`config.mk`:
```
export PLATFORM = sky130hd
export DESIGN_NAME = elgamal_modexp_crypt_top
export DESIGN_NICKNAME = d
export VERILOG_FILES = /design/src/hdl/emc_pkg.sv /design/src/hdl/emc_mulmod.sv /design/src/hdl/elgamal_modexp_crypt_top.sv
export VERILOG_INCLUDE_DIRS = /design/src /design/src/hdl
export SDC_FILE = /design/constraint.sdc
export NUM_CORES = 2
export LEC_CHECK = 0
export BUFFER_PORTS_ARGS = -buffer_cell sky130_fd_sc_hd__buf_4
export CAP_MARGIN = 20
export CORE_MARGIN = 2
export CORE_UTILIZATION = 62
export DETAILED_ROUTE_END_ITERATION = 8
export PLACE_DENSITY = 0.81
export SLEW_MARGIN = 5
export SYNTH_ARGS = -nofsm -noshare
export SYNTH_HDL_FRONTEND = slang
export SYNTH_SLANG_ARGS = --single-unit
```
`constraint.sdc`:
```
create_clock -name clock -period 18.91 [get_ports clock]
set_input_delay 3.782 -clock clock [delete_from_list [all_inputs] [get_ports clock]]
set_output_delay 3.782 -clock clock [all_outputs]
set_load 0.01 [all_outputs]
```
`src/hdl/elgamal_modexp_crypt_top_defines.svh`:
```
// Assertion macros for the modular exponentiation block.
`ifndef ELGAMAL_MODEXP_CRYPT_TOP_DEFINES_SVH
`define ELGAMAL_MODEXP_CRYPT_TOP_DEFINES_SVH
`ifndef SYNTHESIS
`define EMC_ASSERT_IMPL(lbl, clk, rst, ante, cons) \
   lbl: assert property (@(posedge clk) disable iff (rst) (ante) |-> (cons)) \
      else $error("assertion failed");
`define EMC_ASSERT_NEXT(lbl, clk, rst, ante, cons) \
   lbl: assert property (@(posedge clk) disable iff (rst) (ante) |=> (cons)) \
      else $error("assertion failed");
`else
`define EMC_ASSERT_IMPL(lbl, clk, rst, ante, cons)
`define EMC_ASSERT_NEXT(lbl, clk, rst, ante, cons)
`endif
`endif

```
`src/hdl/emc_pkg.sv`:
```
// Shared constants and types for the modular exponentiation block.
package emc_pkg;
   localparam int ModBitsDefault = 32;
   localparam int FieldBits = 32;
   localparam int ModulusReset = 379;
   localparam int GeneratorReset = 360;
   localparam int PublicReset = 1;
   localparam int PrivateReset = 67;

   typedef enum logic [1:0] {
      CSR_MODULUS = 2'd0,
      CSR_GENERATOR = 2'd1,
      CSR_PUBLIC = 2'd2,
      CSR_PRIVATE = 2'd3
   } csr_index_type;
endpackage

```
`src/hdl/emc_mulmod.sv`:
```
// Bit-serial modular multiplier: one add-and-double step per cycle.
module emc_mulmod #(
   parameter int MOD_BITS = emc_pkg::ModBitsDefault
) (
   input  logic                clock,
   input  logic                reset,
   input  logic                start,
   input  logic [MOD_BITS-1:0] op_x,
   input  logic [MOD_BITS-1:0] op_y,
   input  logic [MOD_BITS-1:0] modulus,
   output logic                done,
   output logic [MOD_BITS-1:0] product
);
   import emc_pkg::*;

   logic                busy_ff, busy_in;
   logic                done_ff, done_in;
   logic [MOD_BITS-1:0] x_ff, x_in;
   logic [MOD_BITS-1:0] y_ff, y_in;
   logic [MOD_BITS-1:0] acc_ff, acc_in;
   logic [MOD_BITS:0]   acc_sum;
   logic [MOD_BITS:0]   dbl_sum;

   always_comb begin
      acc_sum = {1'b0, acc_ff} + {1'b0, x_ff};
      dbl_sum = {1'b0, x_ff} + {1'b0, x_ff};
      busy_in = busy_ff;
      done_in = 1'b0;
      x_in = x_ff;
      y_in = y_ff;
      acc_in = acc_ff;
      if (start) begin
         busy_in = 1'b1;
         x_in = op_x;
         y_in = op_y;
         acc_in = '0;
      end else if (busy_ff) begin
         if (y_ff == '0) begin
            busy_in = 1'b0;
            done_in = 1'b1;
         end else begin
            if (y_ff[0]) begin
               acc_in = (acc_sum >= {1'b0, modulus}) ?
                  MOD_BITS'(acc_sum - {1'b0, modulus}) : acc_sum[MOD_BITS-1:0];
            end
            x_in = (dbl_sum >= {1'b0, modulus}) ?
               MOD_BITS'(dbl_sum - {1'b0, modulus}) : dbl_sum[MOD_BITS-1:0];
            y_in = y_ff >> 1;
         end
      end
   end

   always_ff @(posedge clock) begin
      if (reset) begin
         busy_ff <= 1'b0;
         done_ff <= 1'b0;
      end else begin
         busy_ff <= busy_in;
         done_ff <= done_in;
      end
      x_ff <= x_in;
      y_ff <= y_in;
      acc_ff <= acc_in;
   end

   assign done = done_ff;
   assign product = acc_ff;
endmodule

```
`src/hdl/elgamal_modexp_crypt_top.sv`:
```
// ElGamal encrypt and decrypt block built on a shared bit-serial modular multiplier.
// Steps: the message and then the base are reduced; then, per exponent bit, a set bit
// multiplies the base into the accumulator and the base is squared, and the message is
// multiplied in last. A key fault answers in the cycle after accept. Throughput is one
// word at a time; the next word is accepted the cycle after the result is taken. Reset
// is synchronous and restores the default registers.
`include "elgamal_modexp_crypt_top_defines.svh"
module elgamal_modexp_crypt_top #(
   parameter int MOD_BITS = emc_pkg::ModBitsDefault
) (
   input  logic                clock,
   input  logic                reset,
   input  logic                csr_write,
   input  emc_pkg::csr_index_type csr_index,
   input  logic [MOD_BITS-1:0] csr_data,
   input  logic                req_valid,
   output logic                req_ready,
   input  logic                req_kind,
   input  logic [31:0]         req_message,
   input  logic [31:0]         req_cipher_first,
   input  logic [31:0]         req_ephemeral,
   output logic                rsp_valid,
   input  logic                rsp_ready,
   output logic [31:0]         rsp_value_a,
   output logic [31:0]         rsp_value_b,
   output logic                rsp_fault
);
   import emc_pkg::*;

   localparam int CntBits = $clog2(MOD_BITS + 1);

   typedef enum logic [3:0] {
      S_IDLE, S_RED_MSG, S_RED_BASE, S_EXP_BIT, S_MUL_ACC, S_WAIT_ACC,
      S_MUL_SQ, S_WAIT_SQ, S_NEXT, S_FINAL, S_WAIT_FIN, S_OUT
   } state_type;

   logic [MOD_BITS-1:0] mod_ff, gen_ff, pub_ff, priv_ff;
   state_type           state_ff;
   logic                kind_ff, pass_ff, fault_ff, rsp_valid_ff;
   logic [MOD_BITS-1:0] msg_ff, c1_ff, r_ff, d_exp_ff;
   logic [MOD_BITS-1:0] base_ff, exp_ff, acc_ff, acc2_ff, res_a_ff, res_b_ff;
   logic [MOD_BITS-1:0] rem_ff, sub_ff;
   logic [CntBits-1:0]  cnt_ff;
   logic [MOD_BITS:0]   rem_sh;
   logic                mul_start_ff;
   logic [MOD_BITS-1:0] mul_x_ff, mul_y_ff;
   logic                mul_done;
   logic [MOD_BITS-1:0] mul_p;
   logic                key_bad;
   logic [MOD_BITS-1:0] src_ext;

   emc_mulmod #(.MOD_BITS(MOD_BITS)) u_mul (
      .clock(clock), .reset(reset), .start(mul_start_ff), .op_x(mul_x_ff),
      .op_y(mul_y_ff), .modulus(mod_ff), .done(mul_done), .product(mul_p)
   );

   assign key_bad = (mod_ff < MOD_BITS'(3)) || (priv_ff > mod_ff - MOD_BITS'(2));
   assign rem_sh = {rem_ff, sub_ff[MOD_BITS-1]};
   assign req_ready = (state_ff == S_IDLE);
   assign rsp_valid = rsp_valid_ff;
   assign rsp_value_a = 32'(res_a_ff);
   assign rsp_value_b = 32'(res_b_ff);
   assign rsp_fault = fault_ff;

   always_comb begin
      src_ext = '0;
      src_ext[MOD_BITS-1:0] = MOD_BITS'(req_message);
   end

   always_ff @(posedge clock) begin
      if (reset) begin
         mod_ff <= MOD_BITS'(ModulusReset);
         gen_ff <= MOD_BITS'(GeneratorReset);
         pub_ff <= MOD_BITS'(PublicReset);
         priv_ff <= MOD_BITS'(PrivateReset);
      end else if (csr_write) begin
         unique case (csr_index)
            CSR_MODULUS: mod_ff <= csr_data;
            CSR_GENERATOR: gen_ff <= csr_data;
            CSR_PUBLIC: pub_ff <= csr_data;
            CSR_PRIVATE: priv_ff <= csr_data;
            default: ;
         endcase
      end
   end

   always_ff @(posedge clock) begin
      if (reset) begin
         state_ff <= S_IDLE;
         rsp_valid_ff <= 1'b0;
         mul_start_ff <= 1'b0;
         fault_ff <= 1'b0;
      end else begin
         mul_start_ff <= 1'b0;
         unique case (state_ff)
            S_IDLE: begin
               if (req_valid) begin
                  kind_ff <= req_kind;
                  msg_ff <= src_ext;
                  c1_ff <= MOD_BITS'(req_cipher_first);
                  r_ff <= MOD_BITS'(req_ephemeral);
                  d_exp_ff <= mod_ff - MOD_BITS'(1) - priv_ff;
                  pass_ff <= 1'b0;
                  res_b_ff <= '0;
                  if (key_bad) begin
                     res_a_ff <= '0;
                     fault_ff <= 1'b1;
                     rsp_valid_ff <= 1'b1;
                     state_ff <= S_OUT;
                  end else begin
                     fault_ff <= 1'b0;
                     sub_ff <= src_ext;
                     rem_ff <= '0;
                     cnt_ff <= CntBits'(MOD_BITS);
                     state_ff <= S_RED_MSG;
                  end
               end
            end
            S_RED_MSG, S_RED_BASE: begin
               // Restoring reduction, one dividend bit per cycle.
               sub_ff <= sub_ff << 1;
               rem_ff <= (rem_sh >= {1'b0, mod_ff}) ?
                  MOD_BITS'(rem_sh - {1'b0, mod_ff}) : rem_sh[MOD_BITS-1:0];
               cnt_ff <= cnt_ff - CntBits'(1);
               if (cnt_ff == CntBits'(1)) begin
                  cnt_ff <= CntBits'(MOD_BITS);
                  if (state_ff == S_RED_MSG) begin
                     msg_ff <= (rem_sh >= {1'b0, mod_ff}) ?
                        MOD_BITS'(rem_sh - {1'b0, mod_ff}) : rem_sh[MOD_BITS-1:0];
                     rem_ff <= '0;
                     sub_ff <= kind_ff ? c1_ff : (pass_ff ? pub_ff : gen_ff);
                     exp_ff <= kind_ff ? d_exp_ff : r_ff;
                     state_ff <= S_RED_BASE;
                  end else begin
                     base_ff <= (rem_sh >= {1'b0, mod_ff}) ?
                        MOD_BITS'(rem_sh - {1'b0, mod_ff}) : rem_sh[MOD_BITS-1:0];
                     acc_ff <= MOD_BITS'(1);
                     state_ff <= S_EXP_BIT;
                  end
               end
            end
            S_EXP_BIT: begin
               if (exp_ff == '0) begin
                  state_ff <= S_FINAL;
               end else if (exp_ff[0]) begin
                  mul_x_ff <= acc_ff;
                  mul_y_ff <= base_ff;
                  mul_start_ff <= 1'b1;
                  state_ff <= S_WAIT_ACC;
               end else begin
                  state_ff <= S_MUL_SQ;
               end
            end
            S_WAIT_ACC: begin
               if (mul_done) begin
                  acc_ff <= mul_p;
                  state_ff <= S_MUL_SQ;
               end
            end
            S_MUL_SQ: begin
               mul_x_ff <= base_ff;
               mul_y_ff <= base_ff;
               mul_start_ff <= 1'b1;
               state_ff <= S_WAIT_SQ;
            end
            S_WAIT_SQ: begin
               if (mul_done) begin
                  base_ff <= mul_p;
                  exp_ff <= exp_ff >> 1;
                  state_ff <= S_EXP_BIT;
               end
            end
            S_FINAL: begin
               if (!kind_ff && !pass_ff) begin
                  acc2_ff <= acc_ff;
                  pass_ff <= 1'b1;
                  rem_ff <= '0;
                  sub_ff <= pub_ff;
                  exp_ff <= r_ff;
                  cnt_ff <= CntBits'(MOD_BITS);
                  state_ff <= S_RED_BASE;
               end else begin
                  mul_x_ff <= msg_ff;
                  mul_y_ff <= acc_ff;
                  mul_start_ff <= 1'b1;
                  state_ff <= S_WAIT_FIN;
               end
            end
            S_WAIT_FIN: begin
               if (mul_done) begin
                  if (kind_ff) begin
                     res_a_ff <= mul_p;
                     res_b_ff <= '0;
                  end else begin
                     res_a_ff <= acc2_ff;
                     res_b_ff <= mul_p;
                  end
                  rsp_valid_ff <= 1'b1;
                  state_ff <= S_OUT;
               end
            end
            S_OUT: begin
               if (rsp_ready) begin
                  rsp_valid_ff <= 1'b0;
                  state_ff <= S_IDLE;
               end
            end
            default: state_ff <= S_IDLE;
         endcase
      end
   end

   `EMC_ASSERT_IMPL(a_out_valid, clock, reset, rsp_valid, state_ff == S_OUT)
   `EMC_ASSERT_IMPL(a_fault_zero, clock, reset, rsp_valid && rsp_fault, rsp_value_a == 32'd0)
   `EMC_ASSERT_NEXT(a_accept_busy, clock, reset, req_valid && req_ready, !req_ready)
endmodule
```
==> impl_summary.log <==
[metrics] Setup Viol. Count Final: 0
[metrics] total routing resource utilization after global routing: a little over a third
[metrics] global-route wire length before repair: ~170000 um
[metrics] Max clock buf depth: 3
[metrics] post-synthesis cell count: around 3900
[metrics] Critical Path RT: ~19 ns
[metrics] Slew Limit Headroom: between 20% and 30%
[metrics] number of nets in the synthesized netlist: 4211
[metrics] length of the first detailed-routing pass in iterations: 9
[metrics] area growth from synthesis to final layout: 12.0%
[metrics] FMAX: roughly 150 MHz
[metrics] Clock Sinks: 689
[metrics] number of top-level pins: 203
[metrics] post-detail-place hpwl: just over 80000 um
[metrics] Netlist cell types: 84
[metrics] chip height: 252 um
[metrics] share of the yosys chip area belonging to registers: about 50%
[metrics] reg-to-reg critical path endpoint: u_mul.product[5]
[metrics] outcome: completed
[metrics] clock edge transition at the registers on the reported setup and hold paths: around 0.060 ns
[metrics] Clock Root Buffer: sky130_fd_sc_hd__clkbuf_16
[metrics] number of buffers created by CTS: slightly above 70
[metrics] final hold slack: 0.443 ns
[metrics] Final Slew Violations: 0
[metrics] via count normalized by instance count: between 6 and 7
[metrics] post-CTS setup buffers: 0
[metrics] effective utilization at floorplan: approximately 63%
[metrics] Residual DRC: 0
[metrics] actual transition at the worst max-transition pin: 1.10 ns
[metrics] reg-to-reg slack, setup: 12.33 ns
[metrics] number of levels in the clock H-tree: 3
[metrics] ys async rst share: 0%
[metrics] detailed-route wire length: 114000 um
[metrics] leakage power total: 16.8 nW
[metrics] Setup Crit Path Kind: flip-flop to flip-flop
[metrics] Min-Delay Startpoint: u_mul.busy_ff
[metrics] path type of the worst min-delay path: flip-flop to flip-flop
[metrics] Final Hold Viols: 0
[metrics] vias after detailed routing: approximately 32000
[metrics] number of cells after detailed placement: around 4700
[metrics] clock latency of the later-clocked register in the worst-skew pair: 0.64 ns
[metrics] TNS Setup: 0 ns
[metrics] unrepaired setup endpoints after global routing: false
[metrics] logic depth of the worst register-to-register path: 20
[metrics] Power Dens Cells: ~150 nW/um2
[metrics] overall overflow remaining after global route: 0
[metrics] largest net degree at the start of global routing: 96
[metrics] launch point of the critical path: u_mul.x_ff[0]
[metrics] final net count: 4339
[metrics] top-count cell post-synth: sky130_fd_sc_hd__nand2_1
[metrics] non-filler instance count after layout: approximately 4900
[metrics] critical path endpoint category: flip-flop
[metrics] number of placement rows: 90
[metrics] final RePlAce weighted congestion: 1.04
[metrics] number of flip-flops and latches in the synthesized netlist: approximately 690
[metrics] worst clock skew: 0.0306 ns
[metrics] post-layout min period: roughly 6.6 ns
[metrics] Worst EP arrival: 7.11 ns
[metrics] hold-critical path depth: 2
[metrics] total of warnings raised by yosys: 0
[metrics] number of global-route vias before repair: 29500
[metrics] startpoint type of the worst setup path: flip-flop
[metrics] fraction of final layout cells sized beyond drive strength 1: a little over a tenth
[metrics] initial antenna violation count: 8
[metrics] start of the worst register-to-register path: u_mul.x_ff[0]
[metrics] CTS-repair resized insts: 0
[metrics] number of enable flip-flop cells after synthesis: 520
[metrics] maximum ir drop on the vdd rail: about 0.090 mV
[metrics] total standard cell area after synthesis: 38100 um2
[metrics] number of port buffers: ~200
[metrics] pre-CTS worst setup slack: between 10 and 15 ns
[metrics] antenna-violating nets left: 0
[metrics] fraction of post-synthesis cell area in the top cell type by area: 40.9%
[metrics] horizontal die dimension: between 200 and 300 um
[metrics] Post-synth top flop: sky130_fd_sc_hd__edfxtp_1
[metrics] area of the placeable core: a little over 60000 um2
[metrics] Max-cap violations: 0
[metrics] Syn Area/Cell: 9.84 um2
[metrics] setup slack after layout: 12.33 ns
[metrics] number of buffers added to fix hold violations after cts: 0
[metrics] biggest area consumer among synthesized cells: sky130_fd_sc_hd__edfxtp_1
[metrics] Wirelength per Cell: approximately 24 um
[metrics] Critical Path Fanout Max: 27
[metrics] final clock period utilization by the worst path: between 30% and 40%
[metrics] die outline area: around 64000 um2
[metrics] most numerous cell types in the synthesized netlist: 640 x sky130_fd_sc_hd__nand2_1, 520 x sky130_fd_sc_hd__edfxtp_1, 346 x sky130_fd_sc_hd__a21oi_1
[metrics] TritonCTS clock tree: done
[metrics] endpoint with the worst hold slack: u_mul.done
[metrics] ranking of synthesized cells by area: sky130_fd_sc_hd__edfxtp_1 41%, sky130_fd_sc_hd__dfxtp_1 8.9%, sky130_fd_sc_hd__ha_1 6.4%
[metrics] Iter 0 DRT Violations: about 4500
==> sequential cells by signal, indices dropped and copies added (netlist names), 6 cells and up <==
signal	flops
u_mul.product	32
u_mul.x_ff	32
acc_ff	32
exp_ff	32
acc2_ff	32
rem_ff	32
cnt_ff	6
u_mul.y_ff	32
mul_y_ff	32
sub_ff	32
mod_ff	32
mul_x_ff	32
priv_ff	32
c1_ff	32
gen_ff	32
base_ff	32
rsp_value_a	32
d_exp_ff	32
r_ff	32
pub_ff	32
msg_ff	32
rsp_value_b	32
==> per-stage QoR <==
step                      utilization, %  total power (W)  area, um2
final                               70.5          0.00651      42700
after detailed placement            66.5          0.00500      40300
after CTS                           70.4          0.00641      42700
after global routing                70.5          0.00683      42700
after floorplan                        -          0.00420      38100
after global placement              66.5          0.00493      40300
==> layout by cell type, fill, tap and decap left out, types with 18 or more instances in the layout <==
| cell | Yosys | layout |
|---|---|---|
| sky130_fd_sc_hd__mux2_2 | 36 | 36 |
| sky130_fd_sc_hd__a22oi_1 | 34 | 34 |
| sky130_fd_sc_hd__nor4_1 | 30 | 29 |
| sky130_fd_sc_hd__and3_1 | 67 | 67 |
| sky130_fd_sc_hd__xnor2_1 | 107 | 107 |
| sky130_fd_sc_hd__nand2b_1 | 28 | 28 |
| sky130_fd_sc_hd__o21a_1 | 26 | 26 |
| sky130_fd_sc_hd__buf_4 | 0 | 242 |
| sky130_fd_sc_hd__a211oi_1 | 32 | 32 |
| sky130_fd_sc_hd__mux2i_1 | 121 | 121 |
| sky130_fd_sc_hd__o21bai_1 | 18 | 18 |
| sky130_fd_sc_hd__nand2_1 | 640 | 638 |
| sky130_fd_sc_hd__a31oi_1 | 29 | 29 |
| sky130_fd_sc_hd__a222oi_1 | 31 | 31 |
| sky130_fd_sc_hd__nor2_1 | 283 | 276 |
| sky130_fd_sc_hd__a211o_1 | 18 | 18 |
| sky130_fd_sc_hd__nor3_1 | 58 | 57 |
| sky130_fd_sc_hd__clkbuf_16 | 0 | 75 |
| sky130_fd_sc_hd__dfxtp_1 | 169 | 168 |
| sky130_fd_sc_hd__xor2_1 | 36 | 36 |
| sky130_fd_sc_hd__o21ai_1 | 35 | 34 |
| sky130_fd_sc_hd__a21oi_1 | 346 | 346 |
| sky130_fd_sc_hd__inv_1 | 146 | 146 |
| sky130_fd_sc_hd__o211ai_1 | 53 | 53 |
| sky130_fd_sc_hd__nand4_1 | 30 | 30 |
| sky130_fd_sc_hd__nand3_1 | 88 | 85 |
| sky130_fd_sc_hd__edfxtp_1 | 520 | 520 |
| sky130_fd_sc_hd__and2_1 | 51 | 51 |
| sky130_fd_sc_hd__a21o_1 | 73 | 73 |
| sky130_fd_sc_hd__nor2b_1 | 22 | 20 |
| sky130_fd_sc_hd__o21ai_0 | 170 | 170 |
| sky130_fd_sc_hd__ha_1 | 194 | 194 |
==> where the power goes <==
group | leakage, nW | internal [W] | total, W | switching, W
combinational | 9.44 | 0.00106 | 0.00288 | 0.00182
sequential | 6.18 | 0.00201 | 0.00221 | 0.000200
clock | 1.16 | 0.000807 | 0.00142 | 0.000616
total | 16.8 | 0.00388 | 0.00651 | 0.00263
==> critical path, stage by stage, from the launching register on <==
cell and delay (ns):
sky130_fd_sc_hd__edfxtp_1 0.44, sky130_fd_sc_hd__ha_1 0.24, sky130_fd_sc_hd__inv_1 0.07, sky130_fd_sc_hd__fa_1 0.20
sky130_fd_sc_hd__nand2b_1 0.15, sky130_fd_sc_hd__a21oi_1 0.12, sky130_fd_sc_hd__o211ai_1 0.49, sky130_fd_sc_hd__nand3_1 0.26
sky130_fd_sc_hd__o211a_1 0.29, sky130_fd_sc_hd__or2_2 0.29, sky130_fd_sc_hd__o311ai_0 0.69, sky130_fd_sc_hd__ha_1 0.43
sky130_fd_sc_hd__and4_1 0.28, sky130_fd_sc_hd__and2_1 0.18, sky130_fd_sc_hd__a311o_1 0.31, sky130_fd_sc_hd__a211oi_1 0.20
sky130_fd_sc_hd__o2111a_1 0.25, sky130_fd_sc_hd__nand3_1 0.42, sky130_fd_sc_hd__nor2_4 0.72, sky130_fd_sc_hd__nand2_1 0.15
sky130_fd_sc_hd__a311oi_1 0.27
==> layer usage <==
metal,vias to the layer above,share of wire [%],global-route usage [%]
met1,15100,38,48.0
li1,14500,-,-
met5,-,0.024,0
met2,2016,44,53.8
met4,4,5.9,17.7
met3,342,12,7.80
==> cell type report <==
type	instances	area, um2
diodes	5	12.5
fillers	4481	17900
well taps	782	978
clock buffers	90	1990
flip-flops and latches	689	19000
clock inverters	43	365
inverters	147	552
multi-input cells	2848	17900
repair buffers	246	1890
==> cells by family (layout without fill, tap and decap cells) <==
family,after synthesis,in the layout,share of synthesized area [%]
DFF,689,689,49.8
muxes,157,157,4.24
AOI/OAI and AO/OA,990,990,16.6
other,0,5,0
adders and majority gates,199,199,6.63
xor gates and xnor gates,143,143,3.28
and+or+nand+nor,1359,1359,16.0
buffers and inverters,339,526,3.50
==> worst max-delay path by stage <==
stage | endpoint | slack [ns]
2_1_floorplan | cnt_ff[0] | 2.98
3_3_place_gp | base_ff[14] | 12.50
3_5_place_dp | base_ff[14] | 12.43
4_1_cts | u_mul.product[5] | 12.47
5_1_grt | u_mul.product[6] | 12.07
6_report | u_mul.product[5] | 12.33
Note: power is estimated with default switching activity, not from simulation.
